### config.mk
export PLATFORM = sky130hd
export DESIGN_NAME = utf8_stream_decoder
export DESIGN_NICKNAME = d
export VERILOG_FILES = /design/src/rtl/u8d_pkg.sv /design/src/rtl/u8d_step.sv /design/src/rtl/utf8_stream_decoder.sv
export VERILOG_INCLUDE_DIRS = /design/src /design/src/rtl
export SDC_FILE = /design/constraint.sdc
export NUM_CORES = 1
export LEC_CHECK = 0
export BUFFER_PORTS_ARGS = -buffer_cell sky130_fd_sc_hd__buf_2
export CAP_MARGIN = 30
export CORE_MARGIN = 4
export CORE_UTILIZATION = 50
export CTS_CLUSTER_SIZE = 24
export DETAILED_ROUTE_END_ITERATION = 8
export PLACE_DENSITY = 0.72
export SLEW_MARGIN = 20
export SYNTH_ARGS = -nofsm -noshare
export SYNTH_HDL_FRONTEND = slang
export SYNTH_SLANG_ARGS = --single-unit
### constraint.sdc
create_clock -name clk -period 6.2 [get_ports clk]
set_input_delay 0.62 -clock clk [delete_from_list [all_inputs] [get_ports clk]]
set_output_delay 0.62 -clock clk [all_outputs]
set_load 0.02 [all_outputs]
### src/rtl/utf8_stream_decoder_assert.svh
// Assertion macros shared by the UTF-8 stream decoder RTL.
// Expects signals clk and arst_n in the including module's scope.
`ifndef UTF8_STREAM_DECODER_ASSERT_SVH
`define UTF8_STREAM_DECODER_ASSERT_SVH

// Check a condition at every clock edge once out of reset.
`define U8D_ASSERT_ALWAYS(lbl, cond, msg) \
	lbl: assert property (@(posedge clk) disable iff (!arst_n) (cond)) else $error(msg);

// Check that an antecedent implies a consequent in the same cycle.
`define U8D_ASSERT_IMPLY(lbl, ante, cons, msg) \
	lbl: assert property (@(posedge clk) disable iff (!arst_n) (ante) |-> (cons)) \
		else $error(msg);

`endif

### src/rtl/u8d_pkg.sv
`timescale 1ns / 1ps
// Package for the UTF-8 stream decoder: types, error codes, lead byte tables.
// No dependencies.
package u8d_pkg;

	localparam int unsigned CpW  = 31;
	localparam int unsigned LenW = 3;

	typedef enum logic [1:0] {
		ERR_OK     = 2'd0,
		ERR_STRAY  = 2'd1,
		ERR_BROKEN = 2'd2
	} err_kind_t;

	typedef struct packed {
		logic [CpW-1:0]  acc;
		logic [LenW-1:0] pend;
		logic [LenW-1:0] len;
	} dec_state_t;

	typedef struct packed {
		logic            emit;
		logic [CpW-1:0]  cp;
		logic [LenW-1:0] nbytes;
		err_kind_t       err;
	} dec_result_t;

	// Sequence length from a lead byte; zero for a continuation byte.
	function automatic logic [LenW-1:0] lead_length(input logic [7:0] b);
		logic [LenW-1:0] n;
		case (b) inside
			[8'h00:8'h7F]: n = 3'd1;
			[8'h80:8'hBF]: n = 3'd0;
			[8'hC0:8'hDF]: n = 3'd2;
			[8'hE0:8'hEF]: n = 3'd3;
			[8'hF0:8'hF7]: n = 3'd4;
			[8'hF8:8'hFB]: n = 3'd5;
			default:       n = 3'd6;
		endcase
		return n;
	endfunction

	// Payload mask of a lead byte for a given sequence length.
	function automatic logic [7:0] lead_mask(input logic [LenW-1:0] n);
		logic [7:0] m;
		case (n)
			3'd1:    m = 8'h7F;
			3'd2:    m = 8'h1F;
			3'd3:    m = 8'h0F;
			3'd4:    m = 8'h07;
			3'd5:    m = 8'h03;
			default: m = 8'h01;
		endcase
		return m;
	endfunction

endpackage

### src/rtl/u8d_step.sv
`timescale 1ns / 1ps
// Combinational per-byte update of the UTF-8 decoder state and result.
// Depends on u8d_pkg.
module u8d_step (
	input  logic [7:0]           byte_in,
	input  u8d_pkg::dec_state_t  cur,
	output u8d_pkg::dec_state_t  nxt,
	output u8d_pkg::dec_result_t res
);
	import u8d_pkg::*;

	logic            is_cont;
	logic [LenW-1:0] lead_len;
	logic [7:0]      lead_bits;
	logic [CpW-1:0]  acc_shift;
	logic [LenW-1:0] pend_dec;

	assign is_cont   = (byte_in[7:6] == 2'b10);
	assign lead_len  = lead_length(byte_in);
	assign lead_bits = byte_in & lead_mask(lead_len);
	assign acc_shift = {cur.acc[CpW-7:0], byte_in[5:0]};
	assign pend_dec  = cur.pend - 3'd1;

	always_comb begin
		nxt        = cur;
		res.emit   = 1'b0;
		res.cp     = '0;
		res.nbytes = '0;
		res.err    = ERR_OK;
		if (cur.pend == '0) begin
			if (lead_len == '0) begin
				// stray continuation: report, stay idle
				res.emit = 1'b1;
				res.err  = ERR_STRAY;
			end else if (lead_len == 3'd1) begin
				res.emit   = 1'b1;
				res.cp     = {{(CpW-8){1'b0}}, lead_bits};
				res.nbytes = 3'd1;
				nxt.acc    = '0;
				nxt.len    = '0;
			end else begin
				nxt.acc  = {{(CpW-8){1'b0}}, lead_bits};
				nxt.len  = lead_len;
				nxt.pend = lead_len - 3'd1;
			end
		end else if (!is_cont) begin
			// drop the byte and close the sequence
			res.emit = 1'b1;
			res.err  = ERR_BROKEN;
			nxt.acc  = '0;
			nxt.pend = '0;
			nxt.len  = '0;
		end else if (pend_dec != '0) begin
			nxt.acc  = acc_shift;
			nxt.pend = pend_dec;
		end else begin
			res.emit   = 1'b1;
			res.cp     = acc_shift;
			res.nbytes = cur.len;
			nxt.acc    = '0;
			nxt.pend   = '0;
			nxt.len    = '0;
		end
	end

endmodule

### src/rtl/utf8_stream_decoder.sv
`timescale 1ns / 1ps
// Top level of the UTF-8 stream decoder: input register, decode, result register.
// Depends on u8d_pkg, u8d_step and utf8_stream_decoder_assert.svh.
//
//  channel | handshake            | payload
//  --------+----------------------+-------------------------------------
//  input   | in_valid / in_ready  | in_byte
//  result  | out_valid/ out_ready | code_point, seq_bytes, error_kind
//
// One byte is taken every cycle unless the held byte emits while a result is
// stalled; a byte is held in the input register, its result in the result register.
// The decode sits between the input register and the result register.
// Reset returns to idle with no sequence open and both registers empty.
// A stalled result holds in the result register; bytes that give no result
// still drain, so only a byte that emits waits behind a stalled result.
module utf8_stream_decoder (
	input  logic        clk,
	input  logic        arst_n,
	input  logic [7:0]  in_byte,
	input  logic        in_valid,
	output logic        in_ready,
	output logic [30:0] code_point,
	output logic [2:0]  seq_bytes,
	output logic [1:0]  error_kind,
	output logic        out_valid,
	input  logic        out_ready
);
	import u8d_pkg::*;

	// input register
	logic [7:0]      byte_s1;
	logic            vld_s1;
	// decoder state
	dec_state_t      state_q;
	dec_state_t      state_nxt;
	dec_result_t     res;
	// result register
	logic            vld_s2;
	logic [CpW-1:0]  cp_s2;
	logic [LenW-1:0] nbytes_s2;
	err_kind_t       err_s2;

	logic out_free;
	logic adv_s1;
	logic in_take;
	logic err_out;
	logic ok_out;

	u8d_step u_step (
		.byte_in (byte_s1),
		.cur     (state_q),
		.nxt     (state_nxt),
		.res     (res)
	);

	// Advance the held byte when it emits nothing or the result slot frees up.
	assign out_free = !vld_s2 || out_ready;
	assign adv_s1   = vld_s1 && (!res.emit || out_free);
	assign in_ready = !vld_s1 || adv_s1;
	assign in_take  = in_valid && in_ready;

	always_ff @(posedge clk or negedge arst_n) begin
		if (!arst_n) begin
			vld_s1  <= 1'b0;
			vld_s2  <= 1'b0;
			state_q <= '0;
		end else begin
			if (in_take) begin
				vld_s1 <= 1'b1;
			end else if (adv_s1) begin
				vld_s1 <= 1'b0;
			end
			if (adv_s1) begin
				state_q <= state_nxt;
			end
			if (adv_s1 && res.emit) begin
				vld_s2 <= 1'b1;
			end else if (out_ready) begin
				vld_s2 <= 1'b0;
			end
		end
	end

	// Payload registers: load on handshake, hold otherwise.
	always_ff @(posedge clk) begin
		if (in_take) begin
			byte_s1 <= in_byte;
		end
		if (adv_s1 && res.emit) begin
			cp_s2     <= res.cp;
			nbytes_s2 <= res.nbytes;
			err_s2    <= res.err;
		end
	end

	assign out_valid  = vld_s2;
	assign code_point = cp_s2;
	assign seq_bytes  = nbytes_s2;
	assign error_kind = err_s2;

	// Result classes seen by the checks below.
	assign err_out = vld_s2 && (err_s2 != ERR_OK);
	assign ok_out  = vld_s2 && (err_s2 == ERR_OK);

	`include "utf8_stream_decoder_assert.svh"

	`U8D_ASSERT_IMPLY(a_err_zero, err_out, cp_s2 == '0 && nbytes_s2 == '0, "error with payload")
	`U8D_ASSERT_IMPLY(a_ok_len, ok_out, nbytes_s2 != '0, "decoded result with zero byte count")
	`U8D_ASSERT_IMPLY(a_pend_len, state_q.pend != '0, state_q.len > state_q.pend, "pending too large")
	`U8D_ASSERT_ALWAYS(a_pend_max, state_q.pend <= 3'd5, "pending count beyond six-byte form")

endmodule
==> results of run 1 <==
## worst reg2reg max path, delay by kind of cell, from the launching register on
family	cells	cell delay, ns
fa+ha+maj	1	0.35
buf+inv	2	0.50
compound gates	5	1.33
flops	1	0.43
simple gates	2	0.23
## worst min path at each step
stage / cells past startpoint / endpoint / start
2_1_floorplan: 0 / out_valid / arst_n
3_3_place_gp: 2 / state_q[30] / state_q[30]
3_5_place_dp: 2 / state_q[26] / state_q[26]
4_1_cts: 1 / state_q[29] / arst_n
5_1_grt: 1 / state_q[4] / arst_n
6_report: 1 / state_q[4] / arst_n
## cells by family after synthesis
logic type,count (synthesis),share of synthesized area
muxes,3,0.00978
adders and majority gates,8,0.0301
AOI/OAI and AO/OA,61,0.117
and+or+nand+nor,111,0.167
buffers and inverters,18,0.0309
DFF,77,0.646
## flip-flops by register name (all words and copies together), names as in the netlist
signal	cells
error_kind	2
seq_bytes	3
code_point	31
vld_s1	1
out_valid	1
byte_s1	8
state_q	31
## synthesized netlist by cell type (3+ instances only)
| cell type | n | share of area |
|---|---|---|
| o21ai_0 | 28 | 0.042 |
| o21ai_2 | 5 | 0.013 |
| nor2b_1 | 3 | 0.0056 |
| inv_1 | 7 | 0.0079 |
| edfxtp_1 | 44 | 0.40 |
| ha_1 | 8 | 0.030 |
| buf_6 | 4 | 0.014 |
| a21oi_1 | 9 | 0.014 |
| nor2_1 | 7 | 0.0079 |
| and2_1 | 33 | 0.062 |
| a22o_1 | 4 | 0.011 |
| nand2b_1 | 7 | 0.013 |
| dfrtp_1 | 33 | 0.25 |
| clkbuf_1 | 5 | 0.0056 |
| nand2_1 | 51 | 0.058 |
## where the power goes
part	leakage (uW)	total, uW	internal [uW]	switching, uW
Clock	0.0000824	347	149	198
Sequential	0.000875	735	686	49.1
Combinational	0.000639	529	170	359
## through the flow
| stage | worst slack (ns) | area (um^2) | cells | hold WS [ns] | total power, uW |
|---|---|---|---|---|---|
| 6_report | 2.88 | 3840 | 412 | 0.326 | 1610 |
| 2_1_floorplan | 2.71 | 3330 | 278 | 0.324 | 1120 |
| 3_5_place_dp | 3.18 | 3630 | 395 | 0.463 | 1260 |
| 4_1_cts | 2.86 | 3810 | 411 | 0.334 | 1610 |
| 5_1_grt | 2.58 | 3840 | 412 | 0.359 | 1710 |
| 3_3_place_gp | 3.32 | 3620 | 395 | 0.460 | 1250 |
## layout by cell type (no fill, tap or decap), drive strengths merged, types with 3 or more instances in the layout
cell      instances
nor2              7
nor2b             3
nand2            51
a21oi             9
edfxtp           44
a22o              4
clkinvlp          3
nand2b            7
buf              52
clkbuf            9
ha                8
inv               9
dfrtp            33
and2             33
o21ai            35
a31oi             3
## cell type report
type,instances,area share
repair buffers,52,0.0749
multi-input cells,183,0.287
flip-flops and latches,77,0.559
well taps,77,0.0251
clock buffers,9,0.0322
clock inverters,7,0.0150
inverters,7,0.00684
## per-layer routing
layer	wire [um]	GRT usage	share of wire	vias to the layer above
met1	2580	0.208	0.43	1020
met4	123	0.0690	0.020	0
met5	0	0	0	-
met3	295	0.0525	0.049	10
li1	-	-	-	1077
met2	3000	0.274	0.50	53
==> results_dict.tcl, run 1 <==
set metrics [dict create \
    outcome "finished clean" \
    clock_latency_ns 0.35 \
    cts_setup_buffers 0 \
    max_slew_margin 0.510 \
    crit_fanout 6 \
    tightest_slew_ns 0.735 \
    clkSlewWorstSetupHoldPaths_ns 0.08 \
    synth_warnings 0 \
    drive_above_1_share 0.242 \
    end_kind "output port" \
    worst_clock_skew_ns 0.0125 \
    vias 2160 \
    num_antenna_cells 0 \
    clock_path_buffers 2 \
    n_fill_cell 533 \
    cts_resized 0 \
    grt.overflow.total 0 \
    wl_per_cell_um 14.6 \
    power_density_mw_per_mm2 419 \
    synth_flop_cell "edfxtp_1" \
    setup_viol 0 \
    cts_tree "done" \
    viasPerCell 5.24 \
    drv_slew 0 \
    cts-buffers-inserted 9 \
    crit_family "compound AO/OA/AOI/OAI gates" \
    fin_crit_sh 0.535 \
    reg2reg_slack_ns 3.27 \
    die_area_mm2 0.00802 \
    final.setup.tns_ns 0 \
    drt_pass1_iterations 6 \
    grt_max_degree 51 \
    clock_sinks 77 \
    antenna_found_initial 0 \
    drt_wl_total_um 6010 \
    ys_seq_area_frac 0.646 \
    dp.final_hpwl_um 4000 \
    drv_cap 0 \
    min_path_type "in -> async" \
    path_class "reg -> out" \
    drc 0 \
    die_height_um 89.6 \
    crit_path_max_incr_delay_ns 0.45 \
    syn2layout_area_growth_pct 15.5 \
    vdd_drop_max_mv 0.301 \
    nNetsFinal 350 \
    crit_end "in_ready" \
    crit_buf_inv 2 \
    die_w_um 89.6 \
    reg2reg_depth 10 \
    synth_edf_count 44 \
    htreeDepth 3 \
    finalCriticalPeriod_ns 3.32 \
    gp_congestion 0.829 \
    worstPathArrival_ns 2.70 \
    synth_cell_type_count 40 \
    final_core_util 0.601 \
    crit_slowest_cell "a31oi_1" \
    cts_root_buffer "clkbuf_8" \
    r2r_start "byte_s1[3]" \
    grt_pass1_wl_um 9890 \
    r2r_end "state_q[2]" \
    start_kind "flop" \
    multi_input_area_mm2 0.00110 \
    syn_area_mm2 0.00333 \
    syn_inst 278 \
    synthArstFlopShare 0.429 \
    hold_viol 0 \
    row_count 29 \
    p_leak_uw 0.00160 \
    cp_data_required_time_ns 5.58 \
    layout.area.seq_mm2 0.00215 \
    floorplan.initialDensity 0.521 \
    startpoint "byte_s1[3]" \
    track_usage 0.168 \
    grt_pass1_vias 2065 \
    rsz0062_at_grt "no" \
    ys_seq_elements 77 \
    core_mm2 0.00639 \
    drt_iter0_drc 132 \
    cp.depth 8 \
    portBuffers 49 \
    path_cells "inv_1 > o21ai_0 > a31oi_1 > ha_1 > nor2_1 > o22a_1 > or3_1 > buf_2" \
    ctsHoldBuffers 0 \
    drtAntennaViolNets 0 \
    fmax_mhz 301 \
    syn_area_per_cell_um2 12.0 \
    syn_nets 298 \
    ios 50 \
]
No activity file was read; power rests on OpenSTA's default activity.
==> inputs of run 2 (changes only) <==
- PLACE_DENSITY: 0.72 -> 0.75
- clock period: 6.2 -> 2.7 ns (I/O delays scaled with it)
==> run 2 against run 1 <==
Register-to-register slack worse by 3.0 ns; final area up 4.6%; critical path depth up 1; worst setup slack worse by 2.8 ns; sequential share of layout area down 2.5 points; non-clock buffer count up 19; final cell count up 4.6%; critical path type unchanged; first-iteration DRC count down 8.3%; core utilization up 2.8 points; routed wire length up 2.1%.
==> results_dict.tcl, run 2 (synthesized netlist as in run 1, its figures left out) <==
set metrics [dict create \
    syn2layout_area_growth_pct 20.8 \
    die_w_um 89.6 \
    floorplan.initialDensity 0.521 \
    cp_data_required_time_ns 2.43 \
    grt.overflow.total 0 \
    end_kind "output port" \
    post_dp_cell_area_mm2 0.00375 \
    cts-buffers-inserted 9 \
    path_class "reg -> out" \
    power_density_mw_per_mm2 940 \
    min_path_type "in -> reg" \
    drv_slew 0 \
    worstPathArrival_ns 2.31 \
    multi_input_area_mm2 0.00113 \
    finalCriticalPeriod_ns 2.58 \
    die_height_um 89.6 \
    p_leak_uw 0.00169 \
    fin_crit_sh 0.957 \
    die_area_mm2 0.00802 \
    layout.area.seq_mm2 0.00215 \
    nNetsFinal 369 \
    max_slew_margin 0.522 \
    wl_per_cell_um 14.2 \
    fin_area_mm2 0.00402 \
    drt_pass1_iterations 4 \
    p_sw_uw 1360 \
    final_cell_mix "51 x nand2_1, 48 x buf_2, 44 x edfxtp_1" \
    num_antenna_cells 0 \
    htreeDepth 3 \
    cts_root_buffer "clkbuf_8" \
    hold_viol 0 \
    drt_wl_total_um 6130 \
    crit_fanout 5 \
    total_power_uw 3780 \
    whs_ns 0.0956 \
    dp.final_hpwl_um 4240 \
    pwr-share-comb 0.360 \
    core_mm2 0.00639 \
    sw_frac_of_total 0.361 \
    fin_cells 431 \
    power.share.clock 0.195 \
    crit_path_max_incr_delay_ns 0.44 \
    worst_clock_skew_ns 0.0113 \
    start_kind "flop" \
    crit_family "compound AO/OA/AOI/OAI gates" \
    clock_path_buffers 2 \
    clock_sinks 77 \
    dp.cells 409 \
    p_int_uw 2410 \
    drv_cap 0 \
    outcome "finished clean" \
    n_fill_cell 516 \
    row_count 29 \
    grt_pass1_wl_um 10100 \
    crit_buf_inv 3 \
    ios 50 \
    track_usage 0.171 \
    drive_above_1_share 0.291 \
    portBuffers 49 \
    grt_max_degree 49 \
    p_seq_frac 0.445 \
    tightest_slew_ns 0.717 \
    gp_congestion 0.885 \
    viasPerCell 5.17 \
    vdd_drop_max_mv 0.506 \
    drtAntennaViolNets 0 \
    clkSlewWorstSetupHoldPaths_ns 0.07 \
    antenna_found_initial 0 \
    cts_tree "done" \
    place_ws_ns -0.00253 \
    setup_viol 0 \
    vias 2229 \
    grt_pass1_vias 2212 \
    drc 0 \
    crit_slowest_cell "edfxtp_1" \
    drt_iter0_drc 121 \
    fmax_mhz 387 \
    path_cells "o21ai_2 > a31oi_4 > inv_2 > ha_4 > nor2_1 > o22a_1 > buf_4 > or3_4 > buf_6" \
    clock_latency_ns 0.35 \
    worst_slack_ns 0.117 \
    final_common_cell "nand2_1" \
]
[run 2: metrics by stage]
step | utilization | TNS, ns
after global routing | 0.629 | -0.00764
after CTS | 0.618 | 0
after detailed placement | 0.588 | -0.0315
after floorplan | - | 0
after global placement | 0.588 | 0
final | 0.629 | 0
[run 2: final cells by class]
class	instances	area share
Sequential cell	77	0.534
Clock inverter	4	0.00623
Multi-Input combinational cell	183	0.282
Inverter	7	0.00654
Clock buffer	12	0.0336
Timing Repair Buffer	71	0.114
Tap cell	77	0.0240
[run 2: power groups by stage]
stage               sequential (uW)  clock [uW]  combinational (uW)
floorplan                      1930           0                 652
global placement               1700           0                1280
detailed placement             1710           0                1300
CTS                            1690         752                1310
global route                   1720         801                1500
finish                         1680         738                1360
[run 2: worst reg2reg max path, stage by stage (launching register included)]
cell and delay (ns):
edfxtp_1 0.44, o21ai_2 0.21, a31oi_4 0.14, inv_2 0.11, ha_4 0.13, nor2_1 0.05, o22a_1 0.22, buf_4 0.15
or3_4 0.37, and2_1 0.19, buf_12 0.14
[run 2: what timing repair did]
| item | CTS | global route |
|---|---|---|
| hold buffers | 1 | 0 |
| pin swaps | 1 | 3 |
| endpoints found under the hold margin | 33 | 0 |
| buffers inserted | 2 | 2 |
| endpoints found under the setup margin | 9 | 1 |
| resized for setup | 3 | 9 |
[run 2: final timing paths]
path | start | endpoint | slack (ns) | cells after the start
setup / recovery | byte_s1[2] | in_ready | 0.12 | 9
hold / removal | in_byte[0] | byte_s1[0] | 0.1 | 1
setup reg to reg | byte_s1[2] | byte_s1[3] | 0.31 | 10
hold reg to reg | state_q[30] | state_q[30] | 0.47 | 2
max in group asynchronous | arst_n | state_q[30] | 1.74 | 2
min in group asynchronous | arst_n | state_q[3] | 0.50 | 2
[run 2: layer usage]
metal / track usage / share of wire / up-vias
met5: 0 / 0 / -
met4: 0.100 / 0.028 / 0
met3: 0.0359 / 0.037 / 14
met2: 0.294 / 0.50 / 44
met1: 0.194 / 0.43 / 1064
li1: - / - / 1107
==> inputs of run 3 (changes only) <==
- ABC_AREA: unset -> 1
==> run 3 against run 2 <==
Via count increased by 14%; worst setup slack better by 0.099 ns; clock skew shrank 0.0029 ns; critical path type unchanged; critical endpoint unchanged; largest power group unchanged.
==> results_dict.tcl, run 3 <==
set metrics [dict create \
    outcome "finished clean" \
    die_height_um 92.0 \
    vdd_drop_max_mv 0.571 \
    wl_per_cell_um 12.7 \
    crit_fanout 6 \
    synth_common_cells "88 x nand2_1, 57 x nor2_1, 53 x inv_1" \
    syn_area_mm2 0.00353 \
    cts_tree "done" \
    synth_edf_count 44 \
    path_cells "o21ai_0 > nand3_1 > nand2_1 > inv_1 > ha_1 > o211ai_4 > nand2_4 > nand3_1 > buf_2" \
    drt_wl_total_um 6640 \
    cp_data_required_time_ns 2.43 \
    syn2layout_area_growth_pct 15.5 \
    synth_cell_type_count 25 \
    crit_path_max_incr_delay_ns 0.39 \
    drtAntennaViolNets 0 \
    floorplan.initialDensity 0.516 \
    whs_ns 0.0861 \
    path_class "reg -> out" \
    track_usage 0.168 \
    tightest_slew_ns 0.730 \
    worst_clock_skew_ns 0.00837 \
    ys_seq_area_frac 0.609 \
    crit_family "simple AND/OR/NAND/NOR gates" \
    drc 0 \
    fin_crit_sh 0.920 \
    synth_largest_area_cell "edfxtp_1" \
    drv_slew 0 \
    min_path_type "in -> reg" \
    final_common_cell "nand2_1" \
    ctsHoldBuffers 1 \
    grt_max_degree 37 \
    final.setup.tns_ns 0 \
    synth.most_common_cell "nand2_1" \
    cp.depth 9 \
    ys_seq_elements 77 \
    fmax_mhz 403 \
    antenna_found_initial 0 \
    num_antenna_cells 0 \
    syn_nets 388 \
    total_power_uw 3880 \
    portBuffers 49 \
    final_cell_mix "88 x nand2_1, 57 x nor2_1, 52 x inv_1" \
    synthTopCellsByArea "edfxtp_1 37%, dfrtp_1 23%, nand2_1 9.4%, nor2_1 6.1%, inv_1 5.6%" \
    cts_root_buffer "clkbuf_8" \
    reg2reg_slack_ns 0.25 \
    clock_latency_ns 0.35 \
    dp.final_hpwl_um 4640 \
    die_w_um 92.0 \
    final_core_util 0.596 \
    end_kind "output port" \
    cts-buffers-inserted 9 \
    power_density_mw_per_mm2 952 \
    drv_cap 0 \
    cts_resized 0 \
    setup_viol 0 \
    syn_area_per_cell_um2 9.58 \
    worst_slack_ns 0.216 \
    crit_end "in_ready" \
    syn_inst 368 \
    r2r_end "seq_bytes[2]" \
    min_path_cells 1 \
    worstPathArrival_ns 2.21 \
    cts_setup_buffers 0 \
    finalCriticalPeriod_ns 2.48 \
    grt_pass1_wl_um 11100 \
    nNetsFinal 442 \
    crit_slowest_cell "edfxtp_1" \
    grt.overflow.total 0 \
    rsz0062_at_grt "no" \
    clock_path_buffers 2 \
    clock_sinks 77 \
    die_area_mm2 0.00846 \
    max_slew_margin 0.514 \
    crit_top_cell "nand3_1" \
    hold_viol 0 \
    htreeDepth 3 \
    crit_buf_inv 2 \
    r2r_start "byte_s1[2]" \
    synthArstFlopShare 0.429 \
    yosysTopAreaCellShare 0.375 \
    vias 2550 \
    clkSlewWorstSetupHoldPaths_ns 0.08 \
    place_ws_ns 0.269 \
    row_count 30 \
    viasPerCell 4.88 \
    gp_congestion 0.942 \
    drt_pass1_iterations 4 \
    p_leak_uw 0.00188 \
    start_kind "flop" \
    drive_above_1_share 0.211 \
    drt_iter0_drc 153 \
    synth_flop_cell "edfxtp_1" \
    grt_pass1_vias 2399 \
    reg2reg_depth 11 \
    core_mm2 0.00683 \
    startpoint "byte_s1[2]" \
    synth_warnings 0 \
    ios 50 \
]
==> run 3: layer usage <==
metal / wire, um / share of wire / track usage / vias to the layer above
met2: 3330 / 0.50 / 0.270 / 54
met5: 0 / 0 / 0 / -
met3: 335 / 0.050 / 0.0476 / 5
li1: - / - / - / 1297
met1: 2890 / 0.44 / 0.219 / 1194
met4: 82 / 0.012 / 0.0569 / 0
==> run 3: metrics by stage <==
stage	instances	area [um^2]
global route	523	4070
CTS	523	4070
finish	523	4070
floorplan	368	3530
global placement	506	3880
detailed placement	506	3880
==> run 3: how the worst min path moves through the flow <==
stage,from,end
floorplan,arst_n,out_valid
global placement,arst_n,out_valid
detailed placement,arst_n,state_q[7]
CTS,in_byte[4],byte_s1[4]
global route,in_byte[0],byte_s1[0]
finish,in_byte[5],byte_s1[5]
==> run 3: cell families after synthesis <==
kind of cell | share of synthesized area
xor+xnor | 0.00248
compound gates | 0.0270
simple gates | 0.249
flops | 0.609
fa+ha+maj | 0.0284
buf+inv | 0.0841
==> run 3: power by group <==
group          switching, uW  internal (uW)  leakage [uW]
Clock                    456            344     0.0000800
Sequential              92.9           1590      0.000878
Combinational           1000            396      0.000925
==> run 3: area by class of cell <==
cell class	count	area, um^2
Fill cell	642	2760
Sequential cell	77	2150
Multi-Input combinational cell	219	1080
Timing Repair Buffer	57	320
Inverter	58	221
Clock buffer	9	124
Tap cell	96	120
Clock inverter	7	58.8
